## src/design/at_rlc_pkg.sv

```systemverilog
package at_rlc_pkg;

    localparam int unsigned LINE_CAPACITY_DEF = 64;
    localparam int unsigned TIMEOUT_W         = 16;
    localparam logic [TIMEOUT_W-1:0] TIMEOUT_RESET = 16'd5000;
    localparam logic [TIMEOUT_W-1:0] TICKS_MAX     = 16'hFFFF;

    localparam int unsigned REQ_W    = 2;
    localparam int unsigned BYTE_W   = 8;
    localparam int unsigned STATUS_W = 3;
    localparam int unsigned LEN_W    = 6;
    localparam int unsigned OUT_DW   = 8;

    localparam logic [REQ_W-1:0] REQ_BYTE = 2'd0;
    localparam logic [REQ_W-1:0] REQ_TICK = 2'd1;
    localparam logic [REQ_W-1:0] REQ_WAIT = 2'd2;

    localparam logic [STATUS_W-1:0] ST_OK      = 3'd0;
    localparam logic [STATUS_W-1:0] ST_ERROR   = 3'd1;
    localparam logic [STATUS_W-1:0] ST_TIMEOUT = 3'd2;
    localparam logic [STATUS_W-1:0] ST_PROMPT  = 3'd3;
    localparam logic [STATUS_W-1:0] ST_OTHER   = 3'd4;

    localparam logic [BYTE_W-1:0] CH_NEWLINE = 8'h0A;
    localparam logic [BYTE_W-1:0] CH_PROMPT  = 8'h3E;

    localparam int unsigned NUM_PAT   = 4;
    localparam int unsigned PAT_MAX   = 8;
    localparam int unsigned PAT_IDX_W = 3;
    localparam int unsigned ALIVE_W   = NUM_PAT + 1;
    localparam int unsigned PROMPT_BIT = NUM_PAT;

    typedef logic [BYTE_W-1:0] pat_row_t [PAT_MAX];

    // "OK\r", "SEND OK\r", "ERROR\r", "FAIL\r"
    localparam pat_row_t PAT_TEXT [NUM_PAT] = '{
        '{8'h4F, 8'h4B, 8'h0D, 8'h00, 8'h00, 8'h00, 8'h00, 8'h00},
        '{8'h53, 8'h45, 8'h4E, 8'h44, 8'h20, 8'h4F, 8'h4B, 8'h0D},
        '{8'h45, 8'h52, 8'h52, 8'h4F, 8'h52, 8'h0D, 8'h00, 8'h00},
        '{8'h46, 8'h41, 8'h49, 8'h4C, 8'h0D, 8'h00, 8'h00, 8'h00}
    };
    localparam logic [3:0] PAT_LEN [NUM_PAT] = '{4'd3, 4'd8, 4'd6, 4'd5};
    localparam logic [STATUS_W-1:0] PAT_STATUS [NUM_PAT] = '{ST_OK, ST_OK, ST_ERROR, ST_ERROR};

endpackage

```

## src/design/at_response_line_classifier_top.sv

```systemverilog
// AT response line classifier. Each stream transaction carries one request: a received
// byte, a timer tick or a begin-wait. Bytes build lines that end at newline or at '>' (either
// terminator, not counted); each finished line gives one result classed as ok, error, prompt
// or other, with its length. A tick while waiting counts up and gives a timeout result once
// the count reaches timeout_ticks. One request is taken every clock cycle; the only limit is
// the single output register, which frees up in the cycle its result is taken. A result
// appears in the cycle after the request that causes it.
module at_response_line_classifier_top #(
    parameter int unsigned LINE_CAPACITY = at_rlc_pkg::LINE_CAPACITY_DEF
) (
    input  logic                                  clk,
    input  logic                                  rst_n,
    input  logic                                  s_tvalid,
    output logic                                  s_tready,
    input  logic [at_rlc_pkg::BYTE_W-1:0]         s_tdata,  // rx_byte
    input  logic [at_rlc_pkg::REQ_W-1:0]          s_tuser,  // req_type
    output logic                                  m_tvalid,
    input  logic                                  m_tready,
    output logic [at_rlc_pkg::OUT_DW-1:0]         m_tdata,  // line_length, zero pad
    output logic [at_rlc_pkg::STATUS_W-1:0]       m_tuser,  // status
    input  logic                                  cfg_valid,
    output logic                                  cfg_ready,
    input  logic [at_rlc_pkg::TIMEOUT_W-1:0]      cfg_data  // timeout_ticks
);
    import at_rlc_pkg::*;

    localparam int unsigned CW = $clog2(LINE_CAPACITY);
    localparam logic [CW-1:0] CNT_LAST = CW'(LINE_CAPACITY - 1);

    logic [TIMEOUT_W-1:0] timeout_reg;
    logic [CW-1:0]        chars_reg, chars_next;
    logic [ALIVE_W-1:0]   alive_reg, alive_next;
    logic                 waiting_reg, waiting_next;
    logic [TIMEOUT_W-1:0] ticks_reg, ticks_next;
    logic                 out_valid_reg, out_valid_next;
    logic [STATUS_W-1:0]  status_reg, status_next;
    logic [LEN_W-1:0]     len_reg, len_next;

    logic                 accept;
    logic                 emit;
    logic [CW-1:0]        cnt;
    logic [ALIVE_W-1:0]   alive_cur;
    logic [TIMEOUT_W-1:0] ticks_inc;

    assign s_tready  = !out_valid_reg || m_tready;
    assign accept    = s_tvalid && s_tready;
    assign cfg_ready = 1'b1;
    assign m_tvalid  = out_valid_reg;
    assign m_tuser   = status_reg;
    assign m_tdata   = OUT_DW'(len_reg);

    always_comb
    begin
        chars_next   = chars_reg;
        alive_next   = alive_reg;
        waiting_next = waiting_reg;
        ticks_next   = ticks_reg;
        emit         = 1'b0;
        status_next  = status_reg;
        len_next     = len_reg;

        // full line restarts before the byte is handled
        cnt       = (chars_reg >= CNT_LAST) ? '0 : chars_reg;
        alive_cur = (chars_reg >= CNT_LAST) ? '1 : alive_reg;
        ticks_inc = (ticks_reg != TICKS_MAX) ? ticks_reg + 1'b1 : ticks_reg;

        case (s_tuser)
            REQ_BYTE:
            begin
                if (s_tdata == CH_NEWLINE || s_tdata == CH_PROMPT)
                begin
                    emit        = 1'b1;
                    len_next    = LEN_W'(cnt);
                    status_next = ST_OTHER;
                    if (s_tdata == CH_PROMPT)
                    begin
                        if (cnt == '0 && alive_cur[PROMPT_BIT])
                            status_next = ST_PROMPT;
                    end
                    else
                    begin
                        for (int i = 0; i < NUM_PAT; i++)
                        begin
                            if (alive_cur[i] && cnt == CW'(PAT_LEN[i]))
                                status_next = PAT_STATUS[i];
                        end
                    end
                    chars_next = '0;
                    alive_next = '1;
                    if (status_next == ST_OK || status_next == ST_ERROR)
                        waiting_next = 1'b0;
                end
                else
                begin
                    alive_next = alive_cur;
                    for (int i = 0; i < NUM_PAT; i++)
                    begin
                        if (cnt >= CW'(PAT_LEN[i]) ||
                            PAT_TEXT[i][cnt[PAT_IDX_W-1:0]] != s_tdata)
                            alive_next[i] = 1'b0;
                    end
                    alive_next[PROMPT_BIT] = 1'b0;
                    chars_next = cnt + 1'b1;
                end
            end
            REQ_TICK:
            begin
                if (waiting_reg)
                begin
                    ticks_next = ticks_inc;
                    if (ticks_inc >= timeout_reg)
                    begin
                        waiting_next = 1'b0;
                        emit         = 1'b1;
                        status_next  = ST_TIMEOUT;
                        len_next     = '0;
                    end
                end
            end
            REQ_WAIT:
            begin
                chars_next   = '0;
                alive_next   = '1;
                waiting_next = 1'b1;
                ticks_next   = '0;
            end
            default:
            begin
                emit = 1'b0;
            end
        endcase

        if (accept)
            out_valid_next = emit;
        else if (m_tready)
            out_valid_next = 1'b0;
        else
            out_valid_next = out_valid_reg;
    end

    always_ff @(posedge clk or negedge rst_n)
    begin
        if (!rst_n)
        begin
            timeout_reg   <= TIMEOUT_RESET;
            chars_reg     <= '0;
            alive_reg     <= '1;
            waiting_reg   <= 1'b0;
            ticks_reg     <= '0;
            out_valid_reg <= 1'b0;
        end
        else
        begin
            if (cfg_valid && cfg_ready)
                timeout_reg <= cfg_data;
            if (accept)
            begin
                chars_reg   <= chars_next;
                alive_reg   <= alive_next;
                waiting_reg <= waiting_next;
                ticks_reg   <= ticks_next;
            end
            out_valid_reg <= out_valid_next;
        end
    end

    // result payload
    always_ff @(posedge clk)
    begin
        if (accept && emit)
        begin
            status_reg <= status_next;
            len_reg    <= len_next;
        end
    end

endmodule

```

## config.mk

```make
export PLATFORM = sky130hd
export DESIGN_NAME = at_response_line_classifier_top
export DESIGN_NICKNAME = d
export VERILOG_FILES = /design/src/design/at_rlc_pkg.sv /design/src/design/at_response_line_classifier_top.sv
export SDC_FILE = /design/constraint.sdc
export NUM_CORES = 1
export LEC_CHECK = 0
export ABC_AREA = 1
export BUFFER_PORTS_ARGS = -buffer_cell sky130_fd_sc_hd__buf_2
export CAP_MARGIN = 0
export CORE_AREA = 2 2 98 77
export DETAILED_ROUTE_END_ITERATION = 6
export DIE_AREA = 0 0 100 79
export PLACE_DENSITY = 0.78
export SLEW_MARGIN = 20
export SYNTH_ARGS = -nofsm -noshare
export SYNTH_HDL_FRONTEND = slang
export SYNTH_SLANG_ARGS = --single-unit
```

## constraint.sdc

```tcl
create_clock -name clk -period 3.9 [get_ports clk]
set_input_delay 0.39 -clock clk [delete_from_list [all_inputs] [get_ports clk]]
set_output_delay 0.39 -clock clk [all_outputs]
set_load 0.01 [all_outputs]
```

=== After elaboration in Yosys (flattened, before gate mapping) ===
Memories as Yosys holds them, arrays and structs flattened.
Index checks and enable logic that the tools add are counted.

* $add $sub $neg: 2
* Magnitude comparators: 7
* Eq/ne operators: 18
* Muxes and demuxes: 48
* Bitwise logic cells: 1
* Reduce and logical (&&, ||, !) cells: 27

{| class="wikitable"
|+ Operators by type and width
! kind !! number
|-
| $mux W8 || 8
|-
| $mux W3 || 11
|-
| $mux W16 || 2
|-
| $ne A8 B8 Y1 || 4
|-
| $pmux W16 S2 || 1
|-
| $mux W6 || 5
|-
| $pmux W6 S2 || 2
|-
| $add A16 B1 Y16 const B || 1
|-
| $ge A16 B16 Y1 || 1
|-
| $ne A16 B16 Y1 const B || 1
|-
| $mux W1 || 13
|-
| $eq A6 B3 Y1 const B || 2
|-
| $ge A6 B3 Y1 const B || 2
|-
| $mux W5 || 2
|-
| $pmux W5 S2 || 1
|-
| $eq A8 B4 Y1 const B || 1
|-
| $eq A8 B6 Y1 const B || 1
|-
| $ne A2 B2 Y1 const B || 4
|-
| $reduce_bool A2 Y1 || 4
|-
| $logic_and A1 B1 Y1 || 7
|-
| $logic_or A1 B1 Y1 || 7
|-
| $add A6 B1 Y6 const B || 1
|-
| $eq A6 B2 Y1 const B || 1
|-
| $eq A6 B4 Y1 const B || 1
|-
| other kinds (20) || 20
|}

* Register bits after elaboration: 54
* Memory bits (read-only): 256
* Bits of input ports: 31
* Output and inout bits: 14
* Memories: 4

{| class="wikitable"
|+ Memories
! name !! words !! width !! rd ports !! clocked after memory_dff !! wr ports !! RTL line !! RTL
|-
| (no name shown) || 8 || 8 || 1 || 0 || 0 || at_response_line_classifier_top.sv:99 || <nowiki>PAT_TEXT[i][cnt[PAT_IDX_W-1:0]] != s_tdata)</nowiki>
|-
| (no name shown) || 8 || 8 || 1 || 0 || 0 || at_response_line_classifier_top.sv:99 ||
|-
| (no name shown) || 8 || 8 || 1 || 0 || 0 || at_response_line_classifier_top.sv:99 ||
|-
| (no name shown) || 8 || 8 || 1 || 0 || 0 || at_response_line_classifier_top.sv:99 ||
|}

=== Longest topological paths before layout ===
* Word-level depth: 16
* Depth in mapped cells: 23
* Mapped depth without buffers: 21

=== Least setup slack after synthesis ===
No wires, ideal clock.

* Path kind: register to register
* Start: reg ticks_reg[0]
* End: reg len_reg[0] (enable)
* Data arrival time: 2,601 ps
* Setup slack: 970 ps
* Stages on the path, launching flop included: 21
* Clock period less this slack: 2,930 ps
* Path through: dfrtp_1 > ha_1 > nand2_2 > nor3_4 > nand3_2 > or2_1 > buf_2 > buf_6 > o21ai_2 > inv_1 > ha_1 > nand2_1 > nand2_1 > nand2_1 > nand2_1 > nand2_1 > nand2_1 > nand2_1 > nand3_1 > o21ai_0 > inv_1

* Cells in the longest elaborated chain, start to end: 8
* Elaborated cells between the ends (all ways): 10

{| class="wikitable"
|+ Ends and longest elaborated chain
! what !! RTL line !! RTL
|-
| start, declared || at_response_line_classifier_top.sv:34 || <nowiki>logic [TIMEOUT_W-1:0] ticks_reg, ticks_next;</nowiki>
|-
| start signal, assigned || at_response_line_classifier_top.sv:161 || <nowiki>ticks_reg <= ticks_next;</nowiki>
|-
| $add A16 B1 Y16 or $ne A16 B16 Y1 (tied branches) || at_response_line_classifier_top.sv:65 || <nowiki>ticks_inc = (ticks_reg != TICKS_MAX) ? ticks_reg + 1'b1 : ticks_reg;</nowiki>
|-
| $mux W16 * || at_response_line_classifier_top.sv:65 ||
|-
| $ge A16 B16 Y1 * || at_response_line_classifier_top.sv:111 || <nowiki>if (ticks_inc >= timeout_reg)</nowiki>
|-
| $mux W1 || at_response_line_classifier_top.sv:111 ||
|-
| $mux W1 || at_response_line_classifier_top.sv:108 || <nowiki>if (waiting_reg)</nowiki>
|-
| $pmux W1 S2 || at_response_line_classifier_top.sv:67 || <nowiki>case (s_tuser)</nowiki>
|-
| $logic_and A1 B1 Y1 || at_response_line_classifier_top.sv:170 || <nowiki>if (accept && emit)</nowiki>
|-
| $reduce_and A5 Y1 (no line) * || -- ||
|-
| end signal, assigned || at_response_line_classifier_top.sv:173 || <nowiki>len_reg <= len_next;</nowiki>
|-
| end, declared || at_response_line_classifier_top.sv:37 || <nowiki>logic [LEN_W-1:0] len_reg, len_next;</nowiki>
|}

Mark *: on every way between the ends. The rest lies on a longest branch, timed or not.
A chain may end at the register's enable or synchronous reset.

=== Worst setup path in the final report ===
* Start: reg ticks_reg[0]
* End: reg status_reg[0] (netlist: m_tuser[0]) (enable)

* Cells in the longest elaborated chain, start to end: 8
* Elaborated cells between the ends (all ways): 10

{| class="wikitable"
|+ Ends and longest elaborated chain
! what !! RTL line !! RTL
|-
| $add A16 B1 Y16 or $ne A16 B16 Y1 (tied branches) || at_response_line_classifier_top.sv:65 ||
|-
| $mux W16 * || at_response_line_classifier_top.sv:65 ||
|-
| $ge A16 B16 Y1 * || at_response_line_classifier_top.sv:111 ||
|-
| $mux W1 || at_response_line_classifier_top.sv:111 ||
|-
| $mux W1 || at_response_line_classifier_top.sv:108 ||
|-
| $pmux W1 S2 || at_response_line_classifier_top.sv:67 ||
|-
| $logic_and A1 B1 Y1 || at_response_line_classifier_top.sv:170 ||
|-
| $reduce_and A5 Y1 (no line) * || -- ||
|-
| end signal, assigned || at_response_line_classifier_top.sv:172 || <nowiki>status_reg <= status_next;</nowiki>
|-
| end, declared || at_response_line_classifier_top.sv:36 || <nowiki>logic [STATUS_W-1:0] status_reg, status_next;</nowiki>
|}

Marks and branches as above.

==> metrics.cfg <==
[clocking]
cts_setup_buffers=0
ctsHtreeMaxLevel=2
cts_inserted_buffers=5
clk_pin_slew_ns=0.11
root_buffer=clkbuf_8
clock_sinks=54
cts_buffer_depth=2
insertion_delay_ns=0.31
tritoncts=done

[yosys]
synthArstFlopShare_pct=83.3
ys_types=45
synth-main-ff-cell=dfrtp_1
synth_top_area_share_pct=22.0
synthMuxAreaShare_pct=0.283
synth_top_family_by_area=simple AND/OR/NAND/NOR gates
synth_area_leader_cell=dfrtp_1
avgSynthCellArea_um2=7.48
synthCells=532
synthTopCellsByCount=121 x nand2_1, 79 x inv_1, 42 x nor2_1
synth_warnings=0
synthAdderAreaFrac_pct=8.17
synth_area_mm2=0.00398
ys_top_cells_by_area=dfrtp_1 22%, nand2_1 11%, ha_1 8.2%
synth_edf_count=9
yosysMostFrequentCell=nand2_1
synth_seq_cells=54
synth_xor_area_share_pct=3.52
yosysSeqAreaShare_pct=35.4
synthSimpleGateAreaFrac_pct=28.1
synth_compound_area_share_pct=13.6

[global_route]
overflow=0
antenna_found_initial=0
grt_max_degree=46
grt_pass1_vias=3323
grt_usage_pct=24.9
grt_pass1_wl_um=15600

[worst_setup_path]
startpoint=ticks_reg[0]
critical_path_arrival_ns=3.63
crit_fanout=9
crit_required_ns=3.93
reg2reg_from=ticks_reg[0]
cp-end-kind=flop
start_kind=flop
path_class=flop to flop

[route]
ant_nets=0
drc=0
vias_per_cell=5.44
routed_wl_um=9240
met3_length_um=767
wire_per_inst_um=14.1
drt-initial-drc-count=362
top_layer_used=met4
vias=3560
route.met2.wl_um=3670
wl_met1_um=4740
dr.pass1.iters=5

[placement]
pre_cts_slack_ns=0.334
portBuffers=41
gp_congestion=0.981
dpl.hpwl_um=7220

[sta]
fmax_mhz=278
skew_ns=0.0115
fin_ws_ns=0.306
fin_crit_sh_pct=92.2
final_hold_viol_count=0
finalMaxSlewViolations=0
finalSetupTns_ns=0
max-slew-margin-rel_pct=55.8
setup_viol=0
hold_slack_ns=0.0620
rsz0062_at_grt=false
min_period_ns=3.59
tightest_slew_ns=0.662

[floorplan]
fp-row-count=27
initial_core_util_pct=56.7
dieArea_mm2=0.00790
die_h_um=79
core_area_mm2=0.00703
die_w_um=100
ios=45

[run_status]
status=completed

[final_layout]
diodes=0
utilization_pct=61.2
area_growth_syn_to_layout_pct=8.05
drive_gt1_share_pct=18.7
fin_nets=624

[flow_run]
maxCapViolCount=0

[power]
ir_worst_vdd_uv=266
p_leak_uw=0.00223
p_per_area_mw_per_mm2=448

[hold_path]
hp-class=primary input to asynchronous set/reset pin

==> through the flow <==
stage,power [uW],cell area [um2],std cells
2_1_floorplan,1400,3990,533
3_3_place_gp,1570,4210,647
3_5_place_dp,1590,4210,647
4_1_cts,1910,4300,655
5_1_grt,2070,4300,655
6_report,1930,4300,655
==> routing by layer <==
layer	track usage [%]	vias up
met3	4.58	10
li1	-	1776
met5	0	-
met1	39.6	1622
met4	3.56	0
met2	35.6	152
==> worst max-delay path: stages, from the launching register on <==
cell and delay (ns):
dfrtp_1 0.44, ha_1 0.24, nand2_2 0.11, nor3_4 0.23
nand3_2 0.12, nor2_1 0.19, nand2_1 0.10, nor2_1 0.15
inv_1 0.08, o21ai_0 0.25, inv_1 0.08, ha_1 0.18
nand2_1 0.06, inv_1 0.04, o21ai_0 0.13, nand2_1 0.08
nor2_1 0.18, nand3_1 0.18, o21ai_1 0.25, inv_1 0.22
==> logic make-up (layout without fill, tap and decap cells) <==
| logic type | count (synthesis) | in the layout |
|---|---|---|
| other | 2 | 3 |
| DFF | 54 | 54 |
| xor gates and xnor gates | 16 | 16 |
| and+or+nand+nor | 241 | 241 |
| buffers and inverters | 101 | 136 |
| adders and majority gates | 26 | 26 |
| AOI/OAI and AO/OA | 91 | 91 |
| muxes | 1 | 1 |
==> repair_timing <==
| item | in CTS | in global routing |
|---|---|---|
| gates resized for setup | 0 | 1 |
| hold buffers | 0 | 0 |
| endpoints found under the setup margin | 0 | 9 |
==> worst paths after layout <==
check | end | slack (ns) | cells past startpoint
worst max-delay path | m_tuser[0] | 0.31 | 19
worst min-delay path | timeout_reg[2] | 0.06 | 1
worst max register to register | m_tuser[0] | 0.31 | 19
worst min register to register | timeout_reg[9] | 0.50 | 2
max in group asynchronous | alive_reg[4] | 3.45 | 1
min in group clk | timeout_reg[15] | 0.27 | 3
==> area by class of cell <==
cell class / instances / area (um2)
clock buffers: 5 / 68.8
clock inverters: 3 / 21.3
fillers: 644 / 2730
inverters: 84 / 315
multi-input cells: 378 / 2150
flip-flops and latches: 54 / 1410
well taps: 87 / 109
repair buffers: 44 / 230
==> layout by cell type (no fill, tap or decap), types with 4 or more instances in the layout <==
master    count
nor2_1       42
inv_2         4
buf_2        40
xor2_1       16
edfxtp_1      9
dfstp_2      10
dfrtp_1      35
nor3_1       11
clkbuf_8      5
o21ai_0      34
inv_1        79
o22ai_1       8
nand3_1      23
nand2_2      15
o21ai_1      11
a21oi_1      20
nand2_1     121
nand4_1       8
o21ai_2       4
ha_1         26
buf_4         4
==> power by group <==
group | total, uW | switching, uW | leakage (uW) | internal, uW
logic | 856 | 549 | 0.00154 | 307
registers | 743 | 81.4 | 0.000642 | 662
clock network | 328 | 201 | 0.0000441 | 127
Note: power is estimated with default switching activity, not from simulation.
